## config.mk

```make
export PLATFORM = sky130hd
export DESIGN_NAME = ppg_heart_rate_detector_unit
export DESIGN_NICKNAME = d
export VERILOG_FILES = /design/src/sv/ppghr_pkg.sv /design/src/sv/ppg_heart_rate_detector_unit.sv
export SDC_FILE = /design/constraint.sdc
export NUM_CORES = 1
export LEC_CHECK = 0
export ABC_AREA = 1
export BUFFER_PORTS_ARGS = -buffer_cell sky130_fd_sc_hd__clkbuf_2
export CORE_UTILIZATION = 57
export DETAILED_ROUTE_END_ITERATION = 6
export PLACE_DENSITY_LB_ADDON = 0.12
export SYNTH_ARGS = -nofsm -noshare
export SYNTH_HDL_FRONTEND = slang
export SYNTH_SLANG_ARGS = --single-unit
```

## constraint.sdc

```tcl
create_clock -name clk -period 6.1 [get_ports clk]
set_input_delay 0.305 -clock clk [delete_from_list [all_inputs] [get_ports clk]]
set_output_delay 0.305 -clock clk [all_outputs]
set_load 0.02 [all_outputs]
```

## src/sv/ppghr_pkg.sv

```systemverilog
// shared types and constants for the ppg heart rate detector
// used by ppg_heart_rate_detector_unit; no dependencies
package ppghr_pkg;

	// sample and fixed-point layout
	localparam int SAMPLE_BITS = 18;
	localparam int FRAC_W      = 16;                   // fraction bits of the averages
	localparam int AVG_W       = SAMPLE_BITS + FRAC_W; // unsigned Q18.16 average
	localparam int ALU_W       = AVG_W + 3;            // signed width of the shared adder
	localparam int AC_W        = SAMPLE_BITS + 1;      // signed ac value
	localparam int BIT_W       = $clog2(FRAC_W);       // multiply step counter

	// beat timing
	localparam int CNT_W          = 32;
	localparam int INTERVAL_SLOTS = 8;
	localparam int IV_W           = 10;
	localparam int PTR_W          = $clog2(INTERVAL_SLOTS);
	localparam int STORED_W       = $clog2(INTERVAL_SLOTS + 1);
	localparam int SUM_W          = $clog2(INTERVAL_SLOTS * (1 << IV_W));
	localparam int REM_W          = SUM_W + 1;

	// bpm scaling: 60 * rate * 256 * count
	localparam int RATE_W      = 9;
	localparam int SECONDS_MIN = 60;
	localparam int BPM_FRAC    = 8;
	localparam int BPM_W       = 16;
	localparam int RC_W        = $clog2(SECONDS_MIN * ((1 << RATE_W) - 1) * INTERVAL_SLOTS + 1);
	localparam int NUM_W       = RC_W + BPM_FRAC;
	localparam int DIV_CNT_W   = $clog2(NUM_W);

	// detection constants
	localparam int AC_MAG_MIN   = 50;
	localparam int PEAK_MIN     = 100;
	localparam int MIN_INTERVALS = 2;

	// configuration port
	localparam int THR_W      = 18;
	localparam int ALPHA_W    = 16;
	localparam int MIN_IV_W   = 7;
	localparam int CFG_DATA_W = 18;
	localparam int CFG_IDX_W  = 3;

	localparam logic [CFG_IDX_W-1:0] REG_SAMPLE_RATE  = 3'd0;
	localparam logic [CFG_IDX_W-1:0] REG_IR_THRESHOLD = 3'd1;
	localparam logic [CFG_IDX_W-1:0] REG_DC_ALPHA     = 3'd2;
	localparam logic [CFG_IDX_W-1:0] REG_MIN_INTERVAL = 3'd3;
	localparam logic [CFG_IDX_W-1:0] REG_MAX_INTERVAL = 3'd4;

	localparam logic [RATE_W-1:0]   RESET_SAMPLE_RATE = 9'd100;
	localparam logic [THR_W-1:0]    RESET_IR_THR      = 18'd8000;
	localparam logic [ALPHA_W-1:0]  RESET_DC_ALPHA    = 16'd819;
	localparam logic [MIN_IV_W-1:0] RESET_MIN_IV      = 7'd30;
	localparam logic [IV_W-1:0]     RESET_MAX_IV      = 10'd200;

	typedef enum logic [3:0] {
		ST_IDLE,
		ST_LOAD,
		ST_DIFF,
		ST_MUL,
		ST_SLOW,
		ST_FAST1,
		ST_FAST2,
		ST_AC,
		ST_DETECT,
		ST_NUM,
		ST_SUM,
		ST_DIV,
		ST_SAT,
		ST_DONE
	} state_t;

endpackage

```

## src/sv/ppg_heart_rate_detector_unit.sv

```systemverilog
// ppg heart rate detector: one ir sample in, one result out per transfer
// steps: load, diff, multiply, slow and fast averages, ac, detect; on a beat with
//   two or more intervals also ring sum and, if nonzero, bpm divide and saturate
// a new sample is accepted only in idle, after the last result is registered; the
//   add/subtract steps share one 37-bit unit (16 multiply steps, 26 divide steps)
// reset (arst_n low): averages, history, counters and bpm clear, registers
//   take their default values; the interval ring holds no defined contents
// depends on ppghr_pkg
module ppg_heart_rate_detector_unit (
	input  logic                                  clk,
	input  logic                                  arst_n,
	// sample input
	input  logic                                  in_valid,
	output logic                                  in_ready,
	input  logic [ppghr_pkg::SAMPLE_BITS-1:0]     ir_sample,
	// result output
	output logic                                  out_valid,
	input  logic                                  out_ready,
	output logic signed [ppghr_pkg::AC_W-1:0]     ac_value,
	output logic                                  finger_present,
	output logic                                  beat_found,
	output logic [ppghr_pkg::BPM_W-1:0]           bpm,
	// configuration writes
	input  logic                                  cfg_we,
	input  logic [ppghr_pkg::CFG_IDX_W-1:0]       cfg_index,
	input  logic [ppghr_pkg::CFG_DATA_W-1:0]      cfg_data
);

	localparam int ALU_W = ppghr_pkg::ALU_W;
	localparam int AVG_W = ppghr_pkg::AVG_W;
	localparam int FRAC_W = ppghr_pkg::FRAC_W;
	localparam int AC_W = ppghr_pkg::AC_W;
	localparam int CNT_W = ppghr_pkg::CNT_W;
	localparam int IV_W = ppghr_pkg::IV_W;
	localparam int SUM_W = ppghr_pkg::SUM_W;
	localparam int REM_W = ppghr_pkg::REM_W;
	localparam int NUM_W = ppghr_pkg::NUM_W;
	localparam int RC_W = ppghr_pkg::RC_W;
	localparam int PTR_W = ppghr_pkg::PTR_W;
	localparam int STORED_W = ppghr_pkg::STORED_W;
	localparam int SLOTS = ppghr_pkg::INTERVAL_SLOTS;
	localparam int BPM_W = ppghr_pkg::BPM_W;

	// ---------------- configuration registers ----------------
	logic [ppghr_pkg::RATE_W-1:0]   rate_q;
	logic [ppghr_pkg::THR_W-1:0]    thr_q;
	logic [ppghr_pkg::ALPHA_W-1:0]  alpha_q;
	logic [ppghr_pkg::MIN_IV_W-1:0] min_iv_q;
	logic [IV_W-1:0]                max_iv_q;

	// ---------------- sequencer ----------------
	ppghr_pkg::state_t state_q, state_d;

	// ---------------- persistent detector state ----------------
	logic [AVG_W-1:0]          slow_q;      // slow (dc) average
	logic [AVG_W-1:0]          fast_q;      // fast average, weight 1/4
	logic signed [AC_W-1:0]    hist_old_q;  // older of the two kept history entries
	logic signed [AC_W-1:0]    hist_mid_q;  // newest history entry, middle after next shift
	logic [CNT_W-1:0]          cnt_q;       // samples seen before the current one
	logic [CNT_W-1:0]          last_peak_q;
	logic                      peak_seen_q;
	logic [IV_W-1:0]           ring_q [SLOTS];
	logic [PTR_W-1:0]          ptr_q;
	logic [STORED_W-1:0]       stored_q;
	logic [BPM_W-1:0]          bpm_q;

	// ---------------- per-sample working registers ----------------
	logic [ppghr_pkg::SAMPLE_BITS-1:0] sample_q;
	logic signed [ALU_W-1:0]   d_q;         // sample minus slow average, then 3*fast
	logic signed [ALU_W-1:0]   acc_q;       // running floor(d*alpha / 2^16)
	logic [ppghr_pkg::BIT_W-1:0] bit_q;
	logic signed [AC_W-1:0]    ac_q;
	logic                      finger_q;
	logic                      beat_q;
	logic [SUM_W-1:0]          sum_q;
	logic [PTR_W-1:0]          idx_q;
	logic [NUM_W-1:0]          num_q;
	logic [NUM_W-1:0]          quo_q;
	logic [SUM_W-1:0]          rem_q;
	logic [ppghr_pkg::DIV_CNT_W-1:0] div_cnt_q;

	// ---------------- output register ----------------
	logic                      out_valid_q;
	logic signed [AC_W-1:0]    ac_out_q;
	logic                      finger_out_q;
	logic                      beat_out_q;
	logic [BPM_W-1:0]          bpm_out_q;

	// ---------------- shared add/subtract unit ----------------
	logic signed [ALU_W-1:0] alu_a;
	logic signed [ALU_W-1:0] alu_b;
	logic                    alu_sub;
	logic signed [ALU_W-1:0] alu_sum;

	assign alu_sum = alu_a + (alu_sub ? ~alu_b : alu_b) + ALU_W'(alu_sub);

	// helper views
	logic [AVG_W-1:0]        scaled;     // sample in Q18.16
	logic [REM_W-1:0]        rem_sh;     // partial remainder with next dividend bit
	logic signed [AC_W-1:0]  ac_c;       // fast minus slow, truncated toward zero
	logic                    ac_round;
	logic [CNT_W-1:0]        iv_c;       // samples since the last peak, minus one
	logic                    finger_c;
	logic                    beat_c;
	logic                    iv_store_c;
	logic                    sum_last;
	logic                    div_last;
	logic                    out_free;

	assign scaled   = {sample_q, FRAC_W'(0)};
	assign rem_sh   = {rem_q, num_q[NUM_W-1]};
	assign ac_round = alu_sum[ALU_W-1] && (|alu_sum[FRAC_W-1:0]);
	assign ac_c     = alu_sum[FRAC_W+AC_W-1:FRAC_W] + AC_W'(ac_round);
	assign iv_c     = alu_sum[CNT_W-1:0];
	assign sum_last = (STORED_W'(idx_q) == stored_q - STORED_W'(1));
	assign div_last = (div_cnt_q == ppghr_pkg::DIV_CNT_W'(NUM_W - 1));
	assign out_free = !out_valid_q || out_ready;

	// finger: raw level above threshold and |ac| above the floor
	assign finger_c = (sample_q > thr_q) &&
		((ac_q > AC_W'(ppghr_pkg::AC_MAG_MIN)) || (ac_q < -AC_W'(ppghr_pkg::AC_MAG_MIN)));

	// beat: middle entry a local maximum above the peak floor (a positive middle is
	// always above a third of itself), and at least min interval since the last peak
	assign beat_c = finger_c &&
		(hist_mid_q > hist_old_q) && (hist_mid_q > ac_q) &&
		(hist_mid_q > AC_W'(ppghr_pkg::PEAK_MIN)) &&
		(iv_c >= CNT_W'(min_iv_q)) && (iv_c != {CNT_W{1'b1}});

	// interval kept only after a first peak and when not above the limit
	assign iv_store_c = peak_seen_q && (iv_c <= CNT_W'(max_iv_q));

	// ---------------- next state ----------------
	always_comb begin
		state_d = state_q;
		case (state_q)
			ppghr_pkg::ST_IDLE: begin
				if (in_valid) state_d = ppghr_pkg::ST_LOAD;
			end
			ppghr_pkg::ST_LOAD:  state_d = ppghr_pkg::ST_DIFF;
			ppghr_pkg::ST_DIFF:  state_d = ppghr_pkg::ST_MUL;
			ppghr_pkg::ST_MUL: begin
				if (bit_q == ppghr_pkg::BIT_W'(FRAC_W - 1)) state_d = ppghr_pkg::ST_SLOW;
			end
			ppghr_pkg::ST_SLOW:  state_d = ppghr_pkg::ST_FAST1;
			ppghr_pkg::ST_FAST1: state_d = ppghr_pkg::ST_FAST2;
			ppghr_pkg::ST_FAST2: state_d = ppghr_pkg::ST_AC;
			ppghr_pkg::ST_AC:    state_d = ppghr_pkg::ST_DETECT;
			ppghr_pkg::ST_DETECT: begin
				state_d = beat_c ? ppghr_pkg::ST_NUM : ppghr_pkg::ST_DONE;
			end
			ppghr_pkg::ST_NUM: begin
				if (stored_q < STORED_W'(ppghr_pkg::MIN_INTERVALS))
					state_d = ppghr_pkg::ST_DONE;
				else
					state_d = ppghr_pkg::ST_SUM;
			end
			ppghr_pkg::ST_SUM: begin
				if (sum_last)
					state_d = (alu_sum == '0) ? ppghr_pkg::ST_DONE : ppghr_pkg::ST_DIV;
			end
			ppghr_pkg::ST_DIV: begin
				if (div_last) state_d = ppghr_pkg::ST_SAT;
			end
			ppghr_pkg::ST_SAT:   state_d = ppghr_pkg::ST_DONE;
			ppghr_pkg::ST_DONE: begin
				if (out_free) state_d = ppghr_pkg::ST_IDLE;
			end
			default: state_d = ppghr_pkg::ST_IDLE;
		endcase
	end

	// ---------------- operand select and handshake outputs ----------------
	always_comb begin
		alu_a   = '0;
		alu_b   = '0;
		alu_sub = 1'b0;
		in_ready = 1'b0;
		case (state_q)
			ppghr_pkg::ST_IDLE: begin
				in_ready = 1'b1;
			end
			ppghr_pkg::ST_DIFF: begin
				// averages already loaded when zero, so this is sample - slow
				alu_a   = $signed(ALU_W'(scaled));
				alu_b   = $signed(ALU_W'(slow_q));
				alu_sub = 1'b1;
			end
			ppghr_pkg::ST_MUL: begin
				// lsb-first shift-add, one alpha bit a step
				alu_a = acc_q;
				alu_b = alpha_q[bit_q] ? d_q : '0;
			end
			ppghr_pkg::ST_SLOW: begin
				alu_a = $signed(ALU_W'(slow_q));
				alu_b = acc_q;
			end
			ppghr_pkg::ST_FAST1: begin
				alu_a = $signed(ALU_W'({fast_q, 1'b0}));
				alu_b = $signed(ALU_W'(fast_q));
			end
			ppghr_pkg::ST_FAST2: begin
				alu_a = d_q;
				alu_b = $signed(ALU_W'(scaled));
			end
			ppghr_pkg::ST_AC: begin
				alu_a   = $signed(ALU_W'(fast_q));
				alu_b   = $signed(ALU_W'(slow_q));
				alu_sub = 1'b1;
			end
			ppghr_pkg::ST_DETECT: begin
				// modulo 2^32 distance to the last peak
				alu_a   = $signed(ALU_W'(cnt_q));
				alu_b   = $signed(ALU_W'(last_peak_q));
				alu_sub = 1'b1;
			end
			ppghr_pkg::ST_SUM: begin
				alu_a = $signed(ALU_W'(sum_q));
				alu_b = $signed(ALU_W'(ring_q[idx_q]));
			end
			ppghr_pkg::ST_DIV: begin
				alu_a   = $signed(ALU_W'(rem_sh));
				alu_b   = $signed(ALU_W'(sum_q));
				alu_sub = 1'b1;
			end
			default: begin
				alu_sub = 1'b0;
			end
		endcase
	end

	// ---------------- control and detector state ----------------
	always_ff @(posedge clk or negedge arst_n) begin
		if (!arst_n) begin
			state_q     <= ppghr_pkg::ST_IDLE;
			rate_q      <= ppghr_pkg::RESET_SAMPLE_RATE;
			thr_q       <= ppghr_pkg::RESET_IR_THR;
			alpha_q     <= ppghr_pkg::RESET_DC_ALPHA;
			min_iv_q    <= ppghr_pkg::RESET_MIN_IV;
			max_iv_q    <= ppghr_pkg::RESET_MAX_IV;
			slow_q      <= '0;
			fast_q      <= '0;
			hist_old_q  <= '0;
			hist_mid_q  <= '0;
			cnt_q       <= '0;
			last_peak_q <= '0;
			peak_seen_q <= 1'b0;
			ptr_q       <= '0;
			stored_q    <= '0;
			bpm_q       <= '0;
			out_valid_q <= 1'b0;
		end else begin
			state_q <= state_d;

			if (cfg_we) begin
				case (cfg_index)
					ppghr_pkg::REG_SAMPLE_RATE:  rate_q   <= cfg_data[ppghr_pkg::RATE_W-1:0];
					ppghr_pkg::REG_IR_THRESHOLD: thr_q    <= cfg_data[ppghr_pkg::THR_W-1:0];
					ppghr_pkg::REG_DC_ALPHA:     alpha_q  <= cfg_data[ppghr_pkg::ALPHA_W-1:0];
					ppghr_pkg::REG_MIN_INTERVAL: min_iv_q <= cfg_data[ppghr_pkg::MIN_IV_W-1:0];
					ppghr_pkg::REG_MAX_INTERVAL: max_iv_q <= cfg_data[IV_W-1:0];
					default: ;
				endcase
			end

			case (state_q)
				ppghr_pkg::ST_LOAD: begin
					// an empty average starts at the sample itself
					if (slow_q == '0) slow_q <= scaled;
					if (fast_q == '0) fast_q <= scaled;
				end
				ppghr_pkg::ST_SLOW:  slow_q <= alu_sum[AVG_W-1:0];
				ppghr_pkg::ST_FAST2: fast_q <= alu_sum[AVG_W+1:2];
				ppghr_pkg::ST_DETECT: begin
					if (finger_c) begin
						hist_old_q <= hist_mid_q;
						hist_mid_q <= ac_q;
					end
					if (beat_c) begin
						if (iv_store_c) begin
							ptr_q <= (ptr_q == PTR_W'(SLOTS - 1)) ? '0 : ptr_q + PTR_W'(1);
							if (stored_q < STORED_W'(SLOTS))
								stored_q <= stored_q + STORED_W'(1);
						end
						peak_seen_q <= 1'b1;
						last_peak_q <= cnt_q;
					end
					cnt_q <= cnt_q + CNT_W'(1);
				end
				ppghr_pkg::ST_NUM: begin
					if (stored_q < STORED_W'(ppghr_pkg::MIN_INTERVALS)) bpm_q <= '0;
				end
				ppghr_pkg::ST_SUM: begin
					if (sum_last && alu_sum == '0) bpm_q <= '0;
				end
				ppghr_pkg::ST_SAT: begin
					// quotient above 16 bits saturates
					bpm_q <= (|quo_q[NUM_W-1:BPM_W]) ? {BPM_W{1'b1}} : quo_q[BPM_W-1:0];
				end
				default: ;
			endcase

			if (state_q == ppghr_pkg::ST_DONE && out_free)
				out_valid_q <= 1'b1;
			else if (out_ready)
				out_valid_q <= 1'b0;
		end
	end

	// ---------------- working registers and interval ring ----------------
	always_ff @(posedge clk) begin
		case (state_q)
			ppghr_pkg::ST_IDLE: begin
				if (in_valid) sample_q <= ir_sample;
			end
			ppghr_pkg::ST_LOAD: begin
				acc_q <= '0;
				bit_q <= '0;
			end
			ppghr_pkg::ST_DIFF:  d_q <= alu_sum;
			ppghr_pkg::ST_MUL: begin
				acc_q <= alu_sum >>> 1;
				bit_q <= bit_q + ppghr_pkg::BIT_W'(1);
			end
			ppghr_pkg::ST_FAST1: d_q <= alu_sum;
			ppghr_pkg::ST_AC:    ac_q <= ac_c;
			ppghr_pkg::ST_DETECT: begin
				finger_q <= finger_c;
				beat_q   <= beat_c;
				if (beat_c && iv_store_c) ring_q[ptr_q] <= iv_c[IV_W-1:0];
			end
			ppghr_pkg::ST_NUM: begin
				num_q <= {RC_W'(RC_W'(rate_q) * RC_W'(ppghr_pkg::SECONDS_MIN) * RC_W'(stored_q)),
					ppghr_pkg::BPM_FRAC'(0)};
				sum_q <= '0;
				idx_q <= '0;
			end
			ppghr_pkg::ST_SUM: begin
				sum_q     <= alu_sum[SUM_W-1:0];
				idx_q     <= idx_q + PTR_W'(1);
				rem_q     <= '0;
				quo_q     <= '0;
				div_cnt_q <= '0;
			end
			ppghr_pkg::ST_DIV: begin
				// restoring division, one quotient bit a cycle
				if (!alu_sum[ALU_W-1]) rem_q <= alu_sum[SUM_W-1:0];
				else                   rem_q <= rem_sh[SUM_W-1:0];
				quo_q     <= {quo_q[NUM_W-2:0], !alu_sum[ALU_W-1]};
				num_q     <= {num_q[NUM_W-2:0], 1'b0};
				div_cnt_q <= div_cnt_q + ppghr_pkg::DIV_CNT_W'(1);
			end
			ppghr_pkg::ST_DONE: begin
				if (out_free) begin
					ac_out_q     <= ac_q;
					finger_out_q <= finger_q;
					beat_out_q   <= beat_q;
					bpm_out_q    <= bpm_q;
				end
			end
			default: ;
		endcase
	end

	assign out_valid      = out_valid_q;
	assign ac_value       = ac_out_q;
	assign finger_present = finger_out_q;
	assign beat_found     = beat_out_q;
	assign bpm            = bpm_out_q;

`ifndef ASSERT_OFF
	// a beat is only ever reported together with a finger
	assert property (@(posedge clk) disable iff (!arst_n)
		out_valid |-> (!beat_found || finger_present))
		else $error("beat reported without finger");

	// bpm stays zero until two intervals are stored
	assert property (@(posedge clk) disable iff (!arst_n)
		(state_q == ppghr_pkg::ST_IDLE && stored_q < STORED_W'(ppghr_pkg::MIN_INTERVALS))
		|-> (bpm_q == '0))
		else $error("bpm nonzero with too few intervals");

	// write pointer follows the fill count until the ring is full
	assert property (@(posedge clk) disable iff (!arst_n)
		(stored_q < STORED_W'(SLOTS)) |-> (STORED_W'(ptr_q) == stored_q))
		else $error("ring pointer out of step with fill count");

	// fill count never exceeds the ring depth
	assert property (@(posedge clk) disable iff (!arst_n)
		stored_q <= STORED_W'(SLOTS))
		else $error("interval count overflow");
`endif

endmodule
```

# Word-level counts from Yosys, hierarchy flattened
# Memory sizes are Yosys's and may differ from the RTL's. A register that Yosys moved wholly into a read port is not among the register bits.
# Cells that the tools add are included.
# word_totals
wordCells,179
out_inout_bits,39
mem_bits_rw,80
mem_count,1
ff_bits,499
# op_classes
reduce_logical,48
n_mux,41
add_sub_neg,10
bitwise,1
eq_ne,31
mul,2
n_lt_le_gt_ge,11
# memory_table
name,words,word_bits,read_ports,rd_ports_with_merged_regs,wr,line_no,rtl
ring_q,8,10,1,1,1,ppg_heart_rate_detector_unit.sv:62,logic [IV_W-1:0] ring_q [SLOTS];
# op_table
cell,n
$pmux W37 S9,1
$pmux W37 S8,1
$pmux W34 S2,2
$pmux W26 S2,2
$mux W37,2
$pmux W37 S2,1
$logic_not A34 Y1,2
$mux W34,2
$pmux W4 S14,1
$pmux W13 S2,2
$mux W16,3
$pmux W16 S3,1
$gt A19 B19 Y1,2
$add A37 B1 Y37,1
$add A37 B37 Y37,1
$logic_not A37 Y1,1
$not A37 Y37,1
$add A32 B1 Y32 const B,1
$ge A32 B7 Y1,1
$le A32 B10 Y1,1
$ne A32 B32 Y1 const B,1
$eq A4 B4 Y1 const B,7
$reduce_and A2 Y1,11
$mux W4,5
44 further kinds,91

# Depth between registers and ports, before layout
# logic_depth
word_depth,15
mapped_depth,39
depth_no_buf,37

# Worst setup path after synthesis
# No wires, ideal clock.
# synth_timing
path_type,register to register
start,reg state_q[1]
end,mem ring_q[1][0] (enable)
setup_ns,0.376
stages_incl_launch_ff,30
n_path_buf,2
path_slack_ns,0.371
arrival_ns,5.353
t_required_ns,5.724
path_cell_list,dfrtp_1 > nor2_2 > inv_2 > nor2_2 > buf_2 > buf_1 > nand2_1 > o2111ai_1 > a211oi_1 > o21ai_0 > xor2_1 > fa_1 > nand3_1 > nand3_1 > nand2_1 > nand2_1 > xor2_1 > inv_1 > ha_1 > nand2_1 > inv_1 > nand2_1 > or4_1 > a211oi_1 > nand4_1 > nor2_4 > nand3_1 > nor2_2 > inv_2 > nor2_1
# synth_between
elab_chain_len,14
elab_cells_between_ends,28
classes_between,add/sub (2); order compare (2); eq/ne (10); mux (7); bitwise (1); reduce/logical (6)
# synth_lines
item,line_no,rtl
start: declaration,ppg_heart_rate_detector_unit.sv:52,"ppghr_pkg::state_t state_q, state_d;"
start signal: assignment,ppg_heart_rate_detector_unit.sv:235,state_q <= ppghr_pkg::ST_IDLE;
start signal: assignment,ppg_heart_rate_detector_unit.sv:253,state_q <= state_d;
$eq A4 B3 Y1 / $eq A4 B2 Y1 (equally long branches),ppg_heart_rate_detector_unit.sv:179,case (state_q)
$reduce_or A2 Y1 (no source line),-,
$pmux W37 S8,ppg_heart_rate_detector_unit.sv:179,
$not A37 Y37,ppg_heart_rate_detector_unit.sv:95,assign alu_sum = alu_a + (alu_sub ? ~alu_b : alu_b) + ALU_W'(alu_sub);
$mux W37,ppg_heart_rate_detector_unit.sv:95,
$add A37 B37 Y37,ppg_heart_rate_detector_unit.sv:95,
$add A37 B1 Y37 *,ppg_heart_rate_detector_unit.sv:95,
named net alu_sum[8],ppg_heart_rate_detector_unit.sv:93,logic signed [ALU_W-1:0] alu_sum;
$ge A32 B7 Y1,ppg_heart_rate_detector_unit.sv:128,(iv_c >= CNT_W'(min_iv_q)) && (iv_c != {CNT_W{1'b1}});
$logic_and A1 B1 Y1,ppg_heart_rate_detector_unit.sv:127,(hist_mid_q > AC_W'(ppghr_pkg::PEAK_MIN)) &&
$logic_and A1 B1 Y1,ppg_heart_rate_detector_unit.sv:128,
$logic_and A1 B1 Y1 *,ppg_heart_rate_detector_unit.sv:330,if (beat_c && iv_store_c) ring_q[ptr_q] <= iv_c[IV_W-1:0];
$mux W1 *,ppg_heart_rate_detector_unit.sv:330,
$mux W1 *,ppg_heart_rate_detector_unit.sv:312,case (state_q)
$mux W1 (implied by the code) *,ppg_heart_rate_detector_unit.sv:330,
end: declaration,ppg_heart_rate_detector_unit.sv:62,
# The timed path passes the listed nets; every way through them passes the cells marked *.

# Worst setup path in the final report
# layout_timing
start,reg state_q[2]
end,mem ring_q[1][0] (enable)
# Same word-level chain as after synthesis.

==> metrics.md <==
| Metric | Value |
|---|---|
| Core Util, Final | 0.669 |
| Worst EP required | 6.46 ns |
| Fin nets | 4087 |
| Vias | 28000 |
| Fin. max-slew vios | 0 |
| Failing checks | design-rule violations |
| Hold path endpoint | max_iv_q[7]$_DFFE_PN1P_ |
| Max clock buf depth | 3 |
| Slowest cell on the critical path | dfrtp_1 |
| DP HPWL | approximately 77000 µm |
| Async S/R FF share, synth | 0.454 |
| Final setup violation count | 0 |
| Clk pin slew, worst setup/hold paths | 0.06 ns |
| Reg2reg start | state_q[2]$_DFFE_PN0P_ |
| Post-DRT Antenna Nets | 0 |
| Most common cell in the netlist | nand2_1 |
| Fin Hold WS | ~0.017 ns |
| Yosys cell types | 60 |
| Worst-path maximum fanout | 23 |
| Worst R2R Setup Slack | 0.28 ns |
| N_diodes | 0 |
| Slack of the critical path | 0.281 ns |
| Slew margin rel. | 0.195 |
| Post-synth EDFFs | 309 |
| Clk sinks | 571 |
| Drt first pass iters | 7 |
| Initial drt markers | 3197 |
| DIE HEIGHT | 240 µm |
| Total wire length | between 100000 and 150000 µm |
| CTS tree | done |
| Startpoint type of the worst setup path | register |
| Commonest cells in the synthesized netlist | nand2_1 (714), inv_1 (519), nor2_1 (372) |
| Period utilisation layout | 0.954 |
| Yosys top cell area share | 0.287 |
| Top Ports | between 80 and 90 |
| Hold path depth | 3 |
| Gr ovfl total | 0 |
| CP arrival | around 6 ns |
| Wire per inst | 22.3 µm |
| Synth top area cells | edfxtp_1 (29%), dfrtp_1 (18%), nand2_1 (8.3%) |
| Worst slack, placed | 0.0441 ns |
| Gr usage total | 0.362 |
| Core Box Area | ~56000 µm² |
| Clock network latency to the later pin of the worst-skew pair | 0.65 ns |
| First-pass GRT wire length | 157000 µm |
| Routed vias/inst | 6.01 |
| WS Path Type | reg2reg |
| Total CTS buffers | 60 |
| Most used cell, CP | nor2_1 |
| Crit end category | register |
| MaxCap Viol Count | 0 |
| Die ar. | 57800 µm² |
| Fillers | between 4000 and 5000 |
| Final instance area | 37200 µm² |
| Yosys reg bits | 571 |
| H-tree lvl count | 2 |
| Post-Synthesis Cells | approximately 3600 |
| Hold Path Class | in2reg |
| RD Place Congestion | 1.09 |
| Highest cell delay on the worst timing path | 0.44 ns |
| Count of input and output buffers | 82 |
| Worst R2R Path Depth | 28 |
| Die Wd | 240 µm |
| Clock skew | 0.0391 ns |
| FP Rows | 86 |
| Root cell of the clock tree | clkbuf_16 |
| Vias in the first global route | 26900 |
| Hold path startpoint | cfg_data[7] |
| Status | complete, but fails checks |
| Syn nets | 3859 |
| Initial antenna violation count | 1 |
| Remaining DRCs | 19 |
| Placement Cell Area | 34600 µm² |
| Tmin final | 5.82 ns |
| Share of layout cells above drive strength 1 | 0.136 |
| Leading area contributor after synthesis | edfxtp_1 |
| FMAX | 0.172 GHz |
| Actual slew at the worst max-slew pin | 1.20 ns |
| Initial Util | 0.582 |
| Layout area overhead | 15.0% |
| Reg-to-Reg End | ring_q[1][0]$_DFFE_PP_ |
| Synth warnings | 0 |
| Seq/Total Area, Yosys | 0.490 |
| Final number of hold-violating endpoints | 0 |
| Post-Syn Area | 32400 µm² |
| Mean Syn Cell Area | 8.94 µm² |
| Predominant post-synthesis flop cell | edfxtp_1 |
| Pin count of the biggest net entering global routing | 147 |
-- layout by cell type (no fill, tap or decap), types with 11 or more instances in the layout --
cell type      count
a2111oi_0         14
a211oi_1          23
a21oi_1          107
a221oi_1          21
a31oi_1           15
buf_12            12
buf_4            162
clkbuf_16         65
clkbuf_2          81
clkinv_1          14
dfrtp_1          236
dfstp_2           22
dlygate4sd3_1     29
edfxtp_1         309
fa_1              38
ha_1             150
inv_1            514
inv_2             18
nand2_1          708
nand2_2           28
nand3_1          138
nand4_1           37
nor2_1           366
nor3_1            31
nor4_1            21
o2111ai_1         23
o211ai_1          21
o21ai_0          250
o21ai_2           30
o221ai_1          52
o22ai_1           75
xnor2_1           11
xor2_1            94
-- per-layer routing --
| metal | GRT usage | wire (µm) | up-vias |
|---|---|---|---|
| met4 | 0.132 | 4140 | 0 |
| met3 | 0.0772 | 11600 | 273 |
| met1 | 0.496 | 41700 | 13400 |
| li1 | - | - | 12700 |
| met2 | 0.567 | 46300 | 1608 |
| met5 | 0 | 0 | - |
-- critical path: cells and delay by family (launching register included) --
kind                       cells  cell delay, ns
DFF                            1            0.44
and+or+nand+nor               18            3.08
xor gates and xnor gates       2            0.22
adders and majority gates      1            0.38
buffers and inverters          7            1.41
-- per-stage QoR --
step           TNS, ns  cells
2_1_floorplan        0   3623
3_3_place_gp         0   4492
3_5_place_dp         0   4492
4_1_cts              0   4635
5_1_grt        -0.0819   4651
6_report             0   4651
-- sequential cells by signal, summed over array words and instances (netlist names), 18 cells and up, named ones only --
name         count
d_q             37
thr_q           18
quo_q           26
ac_q            19
ring_q          80
sample_q        18
ac_value        19
slow_q          34
last_peak_q     32
acc_q           36
hist_old_q      19
cnt_q           32
fast_q          34
hist_mid_q      19
-- timing repair --
action	4_1_cts	5_1_grt
gates resized for setup	0	53
endpoints found under the hold margin	148	0
hold buffers	29	0
setup buffers	0	16
setup endpoints to repair	0	151
-- layout make-up --
class / count / area, µm² / share of cell area
Clock buffer: 80 / 1770 / 0.0476
Clock inverter: 34 / 274 / 0.00736
Inverter: 539 / 2030 / 0.0545
Multi-Input combinational cell: 2391 / 14200 / 0.380
Sequential cell: 571 / 15900 / 0.426
Tap cell: 748 / 936 / 0.0251
Timing Repair Buffer: 288 / 2200 / 0.0591
-- worst max path at each step --
| stage | from | endpoint | cells after the start | slack, ns |
|---|---|---|---|---|
| floorplan | state_q[1]$_DFFE_PN0P_ | ring_q[1][0]$_DFFE_PP_ | 29 | 0.37 |
| CTS | state_q[0]$_DFFE_PN0P_ | ring_q[1][5]$_DFFE_PP_ | 33 | 0.02 |
| global route | rate_q[1]$_DFFE_PN0P_ | num_q[25]$_DFFE_PP_ | 30 | -0.05 |
| finish | state_q[2]$_DFFE_PN0P_ | ring_q[1][0]$_DFFE_PP_ | 28 | 0.28 |
| global placement | state_q[0]$_DFFE_PN0P_ | ring_q[1][3]$_DFFE_PP_ | 33 | 0.004 |
| detailed placement | bit_q[0]$_SDFFCE_PN0P_ | ring_q[1][2]$_DFFE_PP_ | 30 | 0.04 |
-- kinds of logic (layout without fill, tap and decap cells) --
kind of cell / after synthesis / count (layout) / share of synthesized area
and+or+nand+nor: 1397 / 1397 / 0.185
AOI/OAI and AO/OA: 696 / 696 / 0.136
buffers and inverters: 661 / 941 / 0.0787
DFF: 571 / 571 / 0.490
adders and majority gates: 192 / 192 / 0.0830
xor gates and xnor gates: 106 / 106 / 0.0287
Power is left out: the tool's default activity adds up to more than one toggle a clock period on the data nets, which glitch-free logic cannot reach.
